$ cat src/design/ipbl_pkg.sv
// ----------------------------------------------------------------------------
// ipbl_pkg
// Shared types and constants of the source address and port blocklist filter.
// ----------------------------------------------------------------------------
package ipbl_pkg;

  localparam int MAX_ENTRIES_DEF = 64;
  localparam int CNT_W_DEF       = $clog2(MAX_ENTRIES_DEF + 1);

  localparam logic [3:0] IP_VERSION_4 = 4'd4;
  localparam logic [7:0] PROTO_TCP    = 8'd6;
  localparam logic [7:0] PROTO_UDP    = 8'd17;
  localparam logic [15:0] PORT_ANY    = 16'd0;

  typedef enum logic [1:0] {
    OP_CLASSIFY = 2'd0,
    OP_ADD      = 2'd1,
    OP_FLUSH    = 2'd2
  } op_t;

  // Token that walks down the chain of rule cells, one cell per cycle while the chain is not held.
  typedef struct packed {
    logic        valid;
    op_t         op;
    logic        v4;
    logic [31:0] addr;
    logic [15:0] port;
    logic        wr;
    logic        hit;
  } tok_t;

endpackage

$ cat src/design/ipbl_cell.sv
// ----------------------------------------------------------------------------
// ipbl_cell
// One rule slot: stores a rule, matches passing packets, forwards the token.
// ----------------------------------------------------------------------------
module ipbl_cell #(
  parameter int INDEX = 0,
  parameter int CNT_W = ipbl_pkg::CNT_W_DEF
) (
  input  logic                 clk,
  input  logic                 rst,
  input  logic                 en,
  input  ipbl_pkg::tok_t       tok_in,
  input  logic [CNT_W-1:0]     cnt_in,
  output ipbl_pkg::tok_t       tok_out,
  output logic [CNT_W-1:0]     cnt_out
);

  logic [31:0] rule_addr;
  logic [15:0] rule_port;
  logic        in_use;
  logic        match;
  logic        write_here;

  // The count carried by the token is the rule total after that item, so an
  // accepted add lands in the cell whose index is one below it.
  assign in_use     = cnt_in > CNT_W'(INDEX);
  assign write_here = tok_in.valid && (tok_in.op == ipbl_pkg::OP_ADD) && tok_in.wr &&
                      (cnt_in == CNT_W'(INDEX + 1));
  assign match      = tok_in.valid && (tok_in.op == ipbl_pkg::OP_CLASSIFY) && tok_in.v4 &&
                      in_use && (rule_addr == tok_in.addr) &&
                      ((rule_port == ipbl_pkg::PORT_ANY) || (rule_port == tok_in.port));

  always_ff @(posedge clk) begin
    if (en && write_here) begin
      rule_addr <= tok_in.addr;
      rule_port <= tok_in.port;
    end
  end

  always_ff @(posedge clk) begin
    if (rst) begin
      tok_out.valid <= 1'b0;
    end else if (en) begin
      tok_out.valid <= tok_in.valid;
    end
  end

  always_ff @(posedge clk) begin
    if (en) begin
      tok_out.op   <= tok_in.op;
      tok_out.v4   <= tok_in.v4;
      tok_out.addr <= tok_in.addr;
      tok_out.port <= tok_in.port;
      tok_out.wr   <= tok_in.wr;
      tok_out.hit  <= tok_in.hit | match;
      cnt_out      <= cnt_in;
    end
  end

endmodule

$ cat config.mk
export PLATFORM = sky130hd
export DESIGN_NAME = ipbl_cell
export DESIGN_NICKNAME = d
export VERILOG_FILES = /design/src/design/ipbl_pkg.sv /design/src/design/ipbl_cell.sv
export SDC_FILE = /design/constraint.sdc
export NUM_CORES = 1
export LEC_CHECK = 0
export BUFFER_PORTS_ARGS = -buffer_cell sky130_fd_sc_hd__buf_2
export CAP_MARGIN = 30
export CORE_MARGIN = 2
export CORE_UTILIZATION = 50
export DETAILED_ROUTE_END_ITERATION = 8
export GPL_ROUTABILITY_DRIVEN = 0
export PLACE_DENSITY = 0.83
export SLEW_MARGIN = 10
export SYNTH_ARGS = -nofsm -noshare
export SYNTH_HDL_FRONTEND = slang
export SYNTH_SLANG_ARGS = --single-unit
$ cat constraint.sdc
create_clock -name clk -period 10.1 [get_ports clk]
set_input_delay 3.03 -clock clk [delete_from_list [all_inputs] [get_ports clk]]
set_output_delay 3.03 -clock clk [all_outputs]
set_load 0.1 [all_outputs]
---- Word level (Yosys, flattened, before mapping) ----
Index checks and enable logic that the tools add are counted.
operators by class
  $lt $le $gt $ge ......................... 1
  equal/unequal tests ..................... 4
  bitwise gates (word level) .............. 1
  reductions and logical operators ........ 12
operators with widths
  kind                count
  $eq 32x32->1        1
  $eq 16x16->1        1
  $logic_not 16->1    1
  $logic_and 1x1->1   9
  $eq 7x1->1 const B  1
  $gt 7x1->1 const B  1
  $eq 2x1->1 const B  1
  $logic_not 2->1     1
  $logic_or 1x1->1    1
  $or 1x1->1          1
word-level totals
  bits in registers ....................... 109
  output and inout bits ................... 61
  logic and storage cells ................. 28

---- Logic depth before layout (Yosys ltp) ----
Gate-level depths: netlist of the first run.
  depth in word-level cells ............... 7
  mapped depth ............................ 5

---- Worst setup path after synthesis of the first run ----
OpenSTA, ideal clock, no wires.
  kind .................................... input port to flip-flop
  start point ............................. in cnt_in[2]
  end point ............................... reg rule_addr[0] (enable)
  library setup time ...................... 590 ps
  arrival ................................. 8,391 ps
  required time ........................... 9,510 ps
  setup slack ............................. 1,119 ps
  stages on the path ...................... 3
  path buffers ............................ 0
  path through ............................ nor4_2 nand2_1 nor4b_1
on the way
  longest elaborated chain between the ends .. 3
ends and longest elaborated chain
  what                    line             RTL
  start: declaration      ipbl_cell.sv:13  input logic [CNT_W-1:0] cnt_in,
  $eq 7x1->1              ipbl_cell.sv:28  (cnt_in == CNT_W'(INDEX + 1));
  $logic_and 1x1->1       ipbl_cell.sv:27  assign write_here = tok_in.valid && (tok_in.op == ipbl_pkg::OP_ADD) && tok_in.wr &&
  $logic_and 1x1->1       ipbl_cell.sv:34  if (en && write_here) begin
  end signal: assignment  ipbl_cell.sv:35  rule_addr <= tok_in.addr;
  end: declaration        ipbl_cell.sv:18  logic [31:0] rule_addr;
No other way between the ends.
A chain may end at the register's enable or synchronous reset.

---- Worst setup path after layout of the first run ----
  start point ............................. in cnt_in[2]
  end point ............................... reg rule_addr[23] (enable)
Same word-level chain as after synthesis.

==> results_dict.tcl, run 1 <==
set metrics [dict create \
    core_um2 7650 \
    tritoncts "yes" \
    cp_endpoint_kind "flop" \
    finalClockSkew_ns 0.00916 \
    wl_mm 7.16 \
    critical_path_depth 5 \
    crit_path_start_kind "input port" \
    part_of_the_yosys_area_used_for_sequential_elements_pct 83.8 \
    worstReg2RegStart "rule_port[6]" \
    detailed_place.area_um2 4660 \
    initial_antenna_violation_count 0 \
    maxCapViolCount 0 \
    regToRegSetupSlack_ns 8.64 \
    dp_hpwl_mm 5.09 \
    finalCritPeriodShare_pct 43.7 \
    yosysMostFrequentCell "sky130_fd_sc_hd__edfxtp_1" \
    synth_compound_area_share_pct 0.642 \
    slew_headroom_pct 48.4 \
    tritoncts.num_buffers 9 \
    clock_sinks 109 \
    setup_crit_path_kind "in2reg" \
    synthDominantAreaCellType "sky130_fd_sc_hd__edfxtp_1" \
    postLayoutCoreUtil_pct 63.4 \
    antenna_cells 0 \
    floorplan.initialDensity_pct 50.9 \
    top_level_ports 125 \
    synth.cell_area_um2 3890 \
    ant_nets 0 \
    areaGrowthSynthToFinish_pct 24.4 \
    setup_violations 0 \
    p_per_cell_area_nw_per_um2 199 \
    synth_simple_gate_area_share_pct 4.53 \
    worstHoldPathType "reg2reg" \
    result_of_the_run "finished, final reports clean" \
    synth.distinct_cells 15 \
    cts.clk_slew.worst_paths_ns 0.09 \
    io_buffers 124 \
    finalNetCount 389 \
    ys.flop_type "sky130_fd_sc_hd__edfxtp_1" \
    routedWlPerCell_um 16.6 \
    drt_iter0_markers 83 \
    cp.arrival_ns 4.40 \
    drive_above_1_share_pct 43.0 \
    synth_common_cells "108 x sky130_fd_sc_hd__edfxtp_1, 31 x sky130_fd_sc_hd__xnor2_1, 17 x sky130_fd_sc_hd__xor2_1" \
    cp_slowest_cell "sky130_fd_sc_hd__buf_4" \
    endpoint "rule_addr[23]" \
    finalInstanceArea_um2 4850 \
    timing.setup.tns_ns 0 \
    min_period_ns 4.41 \
    cts.repair_timing.setup_buffer_count 0 \
    synth_mux_area_share_pct 0.257 \
    remaining_drc_errors 0 \
    worst_pin_slew_ns 0.774 \
    synth_adder_area_share_pct 0 \
    first_global_vias 2255 \
    synth_seq_cells 109 \
    timing.critical_path.fanout_max 48 \
    critical_path.cell_chain "buf_2 > nor4_2 > nand2_1 > nor4b_2 > buf_4" \
    rsz0062_at_grt "no" \
    rr_worst_depth 5 \
    wire_length_of_the_first_global_routing_pass_mm 11.1 \
    worst_path_largest_cell_delay_ns 0.55 \
    globalRoute.totalOverflow 0 \
    power.leakage_uw 0.00179 \
    cts_hold_fix_bufs 0 \
    dieArea_um2 8510 \
    cp_data_required_time_ns 10.09 \
    holdWs_ns 0.522 \
    maxClockFrequency_mhz 227 \
    drt-pass1-iter-count 4 \
    yosys.area_share.xor_xnor_pct 10.8 \
    timing.final.max_slew_violations 0 \
    cell_chosen_for_the_clock_root "sky130_fd_sc_hd__clkbuf_8" \
    die_w_um 92.3 \
    vdd.ir_drop.worst_mv 0.127 \
    overall_global_routing_resource_usage_pct 17.4 \
    synth_top_family_by_area "XOR/XNOR gates" \
    clock_path_buffers 2 \
    area.sequential_um2 3260 \
    post-synth-top-area-fraction_pct 83.3 \
    report.final.hold_viol_count 0 \
    synthesis.area_per_instance_um2 20.7 \
    synth_fp_nets 252 \
    placementRows 32 \
    synthesis.yosys.warnings 0 \
    critical_path.n_buffers_inverters 2 \
    largest_net_degree_at_the_start_of_global_routing 62 \
    netlist_instances 188 \
    number_of_flops_mapped_to_enable_cells_by_yosys 108 \
    floorplan.die.height_um 92.3 \
    worst_path_dominant_cell_family "buffers and inverters" \
    max_h_tree_level 3 \
    async_flop_share_pct 0 \
    worstSkewPairLatency_ns 0.36 \
    worst_r2r_endpoint "tok_out[0]" \
    detail_route.vias_per_cell 4.96 \
    num_vias 2142 \
    multi_input_area_um2 638 \
    netlist_top_cells_area "sky130_fd_sc_hd__edfxtp_1 83%, sky130_fd_sc_hd__xnor2_1 7.0%, sky130_fd_sc_hd__xor2_1 3.8%" \
    cp-startpoint "cnt_in[2]" \
    n_fill_cell 590 \
    post_cts_resized 0 \
]
## report_power, final
part,internal [uW],switching [uW]
clock,113,132
combinational,28.1,169
sequential,518,4.50
total,660,306
## cells by family after synthesis
group	count (synthesis)
mux	1
compound gates	2
simple gates	28
xor+xnor	48
flops	109
## state kept, by name, indices dropped and copies added (netlist names)
name       flops
tok_out       54
rule_addr     32
rule_port     16
cnt_out        7
## per-stage QoR
step	instances	total power, uW	worst slack (ns)
2_1_floorplan	188	687	1.12
3_3_place_gp	416	729	5.37
3_5_place_dp	416	732	5.31
4_1_cts	432	974	5.69
5_1_grt	432	995	5.59
6_report	432	966	5.69
## layout by cell type (no fill, tap or decap)
| master | instances |
|---|---|
| sky130_fd_sc_hd__nor2_1 | 2 |
| sky130_fd_sc_hd__xor2_1 | 17 |
| sky130_fd_sc_hd__nand4bb_1 | 1 |
| sky130_fd_sc_hd__mux2i_1 | 1 |
| sky130_fd_sc_hd__dfxtp_1 | 1 |
| sky130_fd_sc_hd__clkbuf_8 | 9 |
| sky130_fd_sc_hd__xnor2_1 | 31 |
| sky130_fd_sc_hd__o2111ai_2 | 1 |
| sky130_fd_sc_hd__a41o_1 | 1 |
| sky130_fd_sc_hd__nor4_1 | 9 |
| sky130_fd_sc_hd__clkinvlp_4 | 1 |
| sky130_fd_sc_hd__edfxtp_1 | 108 |
| sky130_fd_sc_hd__buf_4 | 2 |
| sky130_fd_sc_hd__nor4b_2 | 1 |
| sky130_fd_sc_hd__clkinv_1 | 1 |
| sky130_fd_sc_hd__nor3_1 | 2 |
| sky130_fd_sc_hd__nand4_1 | 10 |
| sky130_fd_sc_hd__clkbuf_1 | 2 |
| sky130_fd_sc_hd__clkinv_2 | 2 |
| sky130_fd_sc_hd__bufinv_16 | 1 |
| sky130_fd_sc_hd__buf_2 | 124 |
| sky130_fd_sc_hd__nand2_1 | 2 |
| sky130_fd_sc_hd__nor4_2 | 1 |
## per-layer routing
layer | vias up | track usage [%] | routed length [um]
li1 | 1008 | - | -
met1 | 1045 | 21.9 | 3010
met4 | 0 | 6.34 | 104
met5 | - | 0 | 0
met2 | 78 | 29.5 | 3600
met3 | 11 | 4.44 | 441
## worst min path at each step
stage | start | end | slack, ns | cells past startpoint
2_1_floorplan | rule_addr[29] | tok_out[0] | 0.80 | 3
3_3_place_gp | tok_out[53] | tok_out[53] | 0.47 | 2
3_5_place_dp | tok_out[53] | tok_out[53] | 0.50 | 2
4_1_cts | tok_out[53] | tok_out[53] | 0.52 | 2
5_1_grt | tok_out[53] | tok_out[53] | 0.58 | 2
6_report | tok_out[53] | tok_out[53] | 0.52 | 2
## cell type report
| class | instances | share of cell area [%] |
|---|---|---|
| Clock inverter | 5 | 1.06 |
| Timing Repair Buffer | 126 | 13.1 |
| Multi-Input combinational cell | 79 | 13.2 |
| Clock buffer | 11 | 2.71 |
| Sequential cell | 109 | 67.3 |
| Tap cell | 102 | 2.63 |
## worst reg2reg max path: cells and delay by family (launching register included)
kind / cells / cell delay, ns
AO/OA/AOI/OAI: 1 / 0.14
flip-flops: 1 / 0.43
XOR/XNOR: 1 / 0.18
AND/OR/NAND/NOR: 3 / 0.58
Power figures use the tool's default switching activity.
==> run 2, diff against run 1 <==
- clock period: 10.1 -> 4.45 ns (I/O delays scaled with it)
==> run 2 against run 1 <==
Effect of this change:
- via count fell by 0.61%
- global-route usage fell by 0.57 points
- first-iteration DRC count fell by 8.4%
- clock power rose by 120%
- clock skew fell by 0.0021 ns
- non-clock buffer count rose by 1
- combinational power rose by 130%
- sequential cell count did not move
- power rose by 120%
- die area did not move
- hold slack improved by 0.011 ns
- critical endpoint is now rule_port[2]
==> results_dict.tcl, run 2 (same netlist as run 1, synthesis figures left out) <==
set metrics [dict create \
    result_of_the_run "finished, final reports clean" \
    cp_data_required_time_ns 4.48 \
    floorplan.die.height_um 92.3 \
    n_fill_cell 589 \
    initial_antenna_violation_count 0 \
    report.final.hold_viol_count 0 \
    vdd.ir_drop.worst_mv 0.309 \
    finalNetCount 390 \
    cp_endpoint_kind "flop" \
    largest_register_ff_count 54 \
    setup_crit_path_kind "in2reg" \
    crit_path_start_kind "input port" \
    finalClockSkew_ns 0.00703 \
    finalCritPeriodShare_pct 61.9 \
    rr_worst_depth 4 \
    wl_mm 6.86 \
    rsz0062_at_grt "no" \
    top_level_ports 125 \
    timing.setup.tns_ns 0 \
    routedWlPerCell_um 15.8 \
    post_layout_nonfiller_instances 433 \
    drive_above_1_share_pct 43.5 \
    post_cts_resized 0 \
    worst_r2r_endpoint "tok_out[0]" \
    largest_net_degree_at_the_start_of_global_routing 38 \
    overall_global_routing_resource_usage_pct 16.9 \
    setup_violations 0 \
    first_global_vias 2133 \
    maxCapViolCount 0 \
    num_vias 2129 \
    worstHoldPathType "reg2reg" \
    tritoncts "yes" \
    maxClockFrequency_mhz 363 \
    min_period_ns 2.75 \
    clock_sinks 109 \
    dieArea_um2 8510 \
    registers.top_by_ff_count "tok_out" \
    cell_chosen_for_the_clock_root "sky130_fd_sc_hd__clkbuf_8" \
    tritoncts.num_buffers 9 \
    slew_headroom_pct 60.1 \
    globalRoute.totalOverflow 0 \
    die_w_um 92.3 \
    endpoint "rule_port[2]" \
    detail_route.vias_per_cell 4.92 \
    commonest_cells_after_routing_fill_and_taps_aside "124 x sky130_fd_sc_hd__buf_2, 108 x sky130_fd_sc_hd__edfxtp_1, 31 x sky130_fd_sc_hd__xnor2_1, 17 x sky130_fd_sc_hd__xor2_1, 10 x sky130_fd_sc_hd__nand4_1" \
    core_um2 7650 \
    timing.critical_path.fanout_max 32 \
    wire_length_of_the_first_global_routing_pass_mm 10.5 \
    worstSkewPairLatency_ns 0.36 \
    cp.arrival_ns 2.78 \
    antenna_cells 0 \
    placementRows 32 \
    ant_nets 0 \
    holdWs_ns 0.533 \
    worst_pin_slew_ns 0.599 \
    top_regs "tok_out: 54 flops, rule_addr: 32 flops, rule_port: 16 flops" \
    io_buffers 124 \
    hold_depth 2 \
    dpl.cell_count 417 \
    worstReg2RegStart "rule_addr[16]" \
    floorplan.initialDensity_pct 50.9 \
    p_per_cell_area_nw_per_um2 446 \
    cp-startpoint "en" \
    max_h_tree_level 3 \
    power.leakage_uw 0.00180 \
    timing.final.max_slew_violations 0 \
    clock_path_buffers 2 \
    cts.repair_timing.setup_buffer_count 0 \
    cts_hold_fix_bufs 0 \
    regToRegSetupSlack_ns 2.94 \
    mostFrequentLayoutCell "sky130_fd_sc_hd__buf_2" \
    remaining_drc_errors 0 \
    areaGrowthSynthToFinish_pct 24.6 \
    drt-pass1-iter-count 4 \
    cts.clk_slew.worst_paths_ns 0.10 \
    drt_iter0_markers 76 \
    dp_hpwl_mm 4.92 \
]
-- run 2: layer usage --
layer | vias to the layer above | share of wire (%) | GRT usage (%) | routed length (um)
met5 | - | 0 | 0 | 0
met4 | 0 | 1.7 | 7.09 | 114
met3 | 12 | 6.4 | 4.93 | 437
met2 | 78 | 50 | 27.1 | 3390
met1 | 1022 | 42 | 21.6 | 2910
li1 | 1017 | - | - | -
-- run 2: cell type report --
class                      instances  area [um2]  share of cell area, %
timing repair buffer             127         643                   13.2
clock buffer                       9         124                   2.55
sequential                       109        3260                   67.2
tap                              102         128                   2.63
multi-input combinational         79         647                   13.3
clock inverter                     7        50.0                   1.03
-- run 2: per-stage QoR --
stage / setup slack (ns) / util [%] / total power (uW) / area [um2]
after floorplan: 0.650 / - / 1560 / 3910
after global placement: 1.35 / 61.2 / 1650 / 4680
after detailed placement: 1.29 / 61.2 / 1660 / 4680
after CTS: 1.68 / 63.5 / 2180 / 4850
after global routing: 1.56 / 63.5 / 2240 / 4850
final: 1.70 / 63.5 / 2170 / 4850
-- run 2: worst min-delay path by stage --
stage                              to     startpoint  slack, ns
after floorplan            tok_out[0]  rule_addr[29]       0.80
after global placement    tok_out[53]    tok_out[53]       0.47
after detailed placement  tok_out[53]    tok_out[53]       0.51
after CTS                 tok_out[53]    tok_out[53]       0.53
after global routing      tok_out[53]    tok_out[53]       0.59
final                     tok_out[53]    tok_out[53]       0.53
-- run 2: worst max-delay path: stages --
cell and delay [ns]:
sky130_fd_sc_hd__buf_2 0.47, sky130_fd_sc_hd__nand4_1 0.24, sky130_fd_sc_hd__nor4b_4 0.28, sky130_fd_sc_hd__buf_4 0.42
-- run 2: power breakdown --
group	total (uW)	switching (uW)	internal, uW
logic	447	383	64.0
clock network	532	326	206
registers	1190	10.3	1180
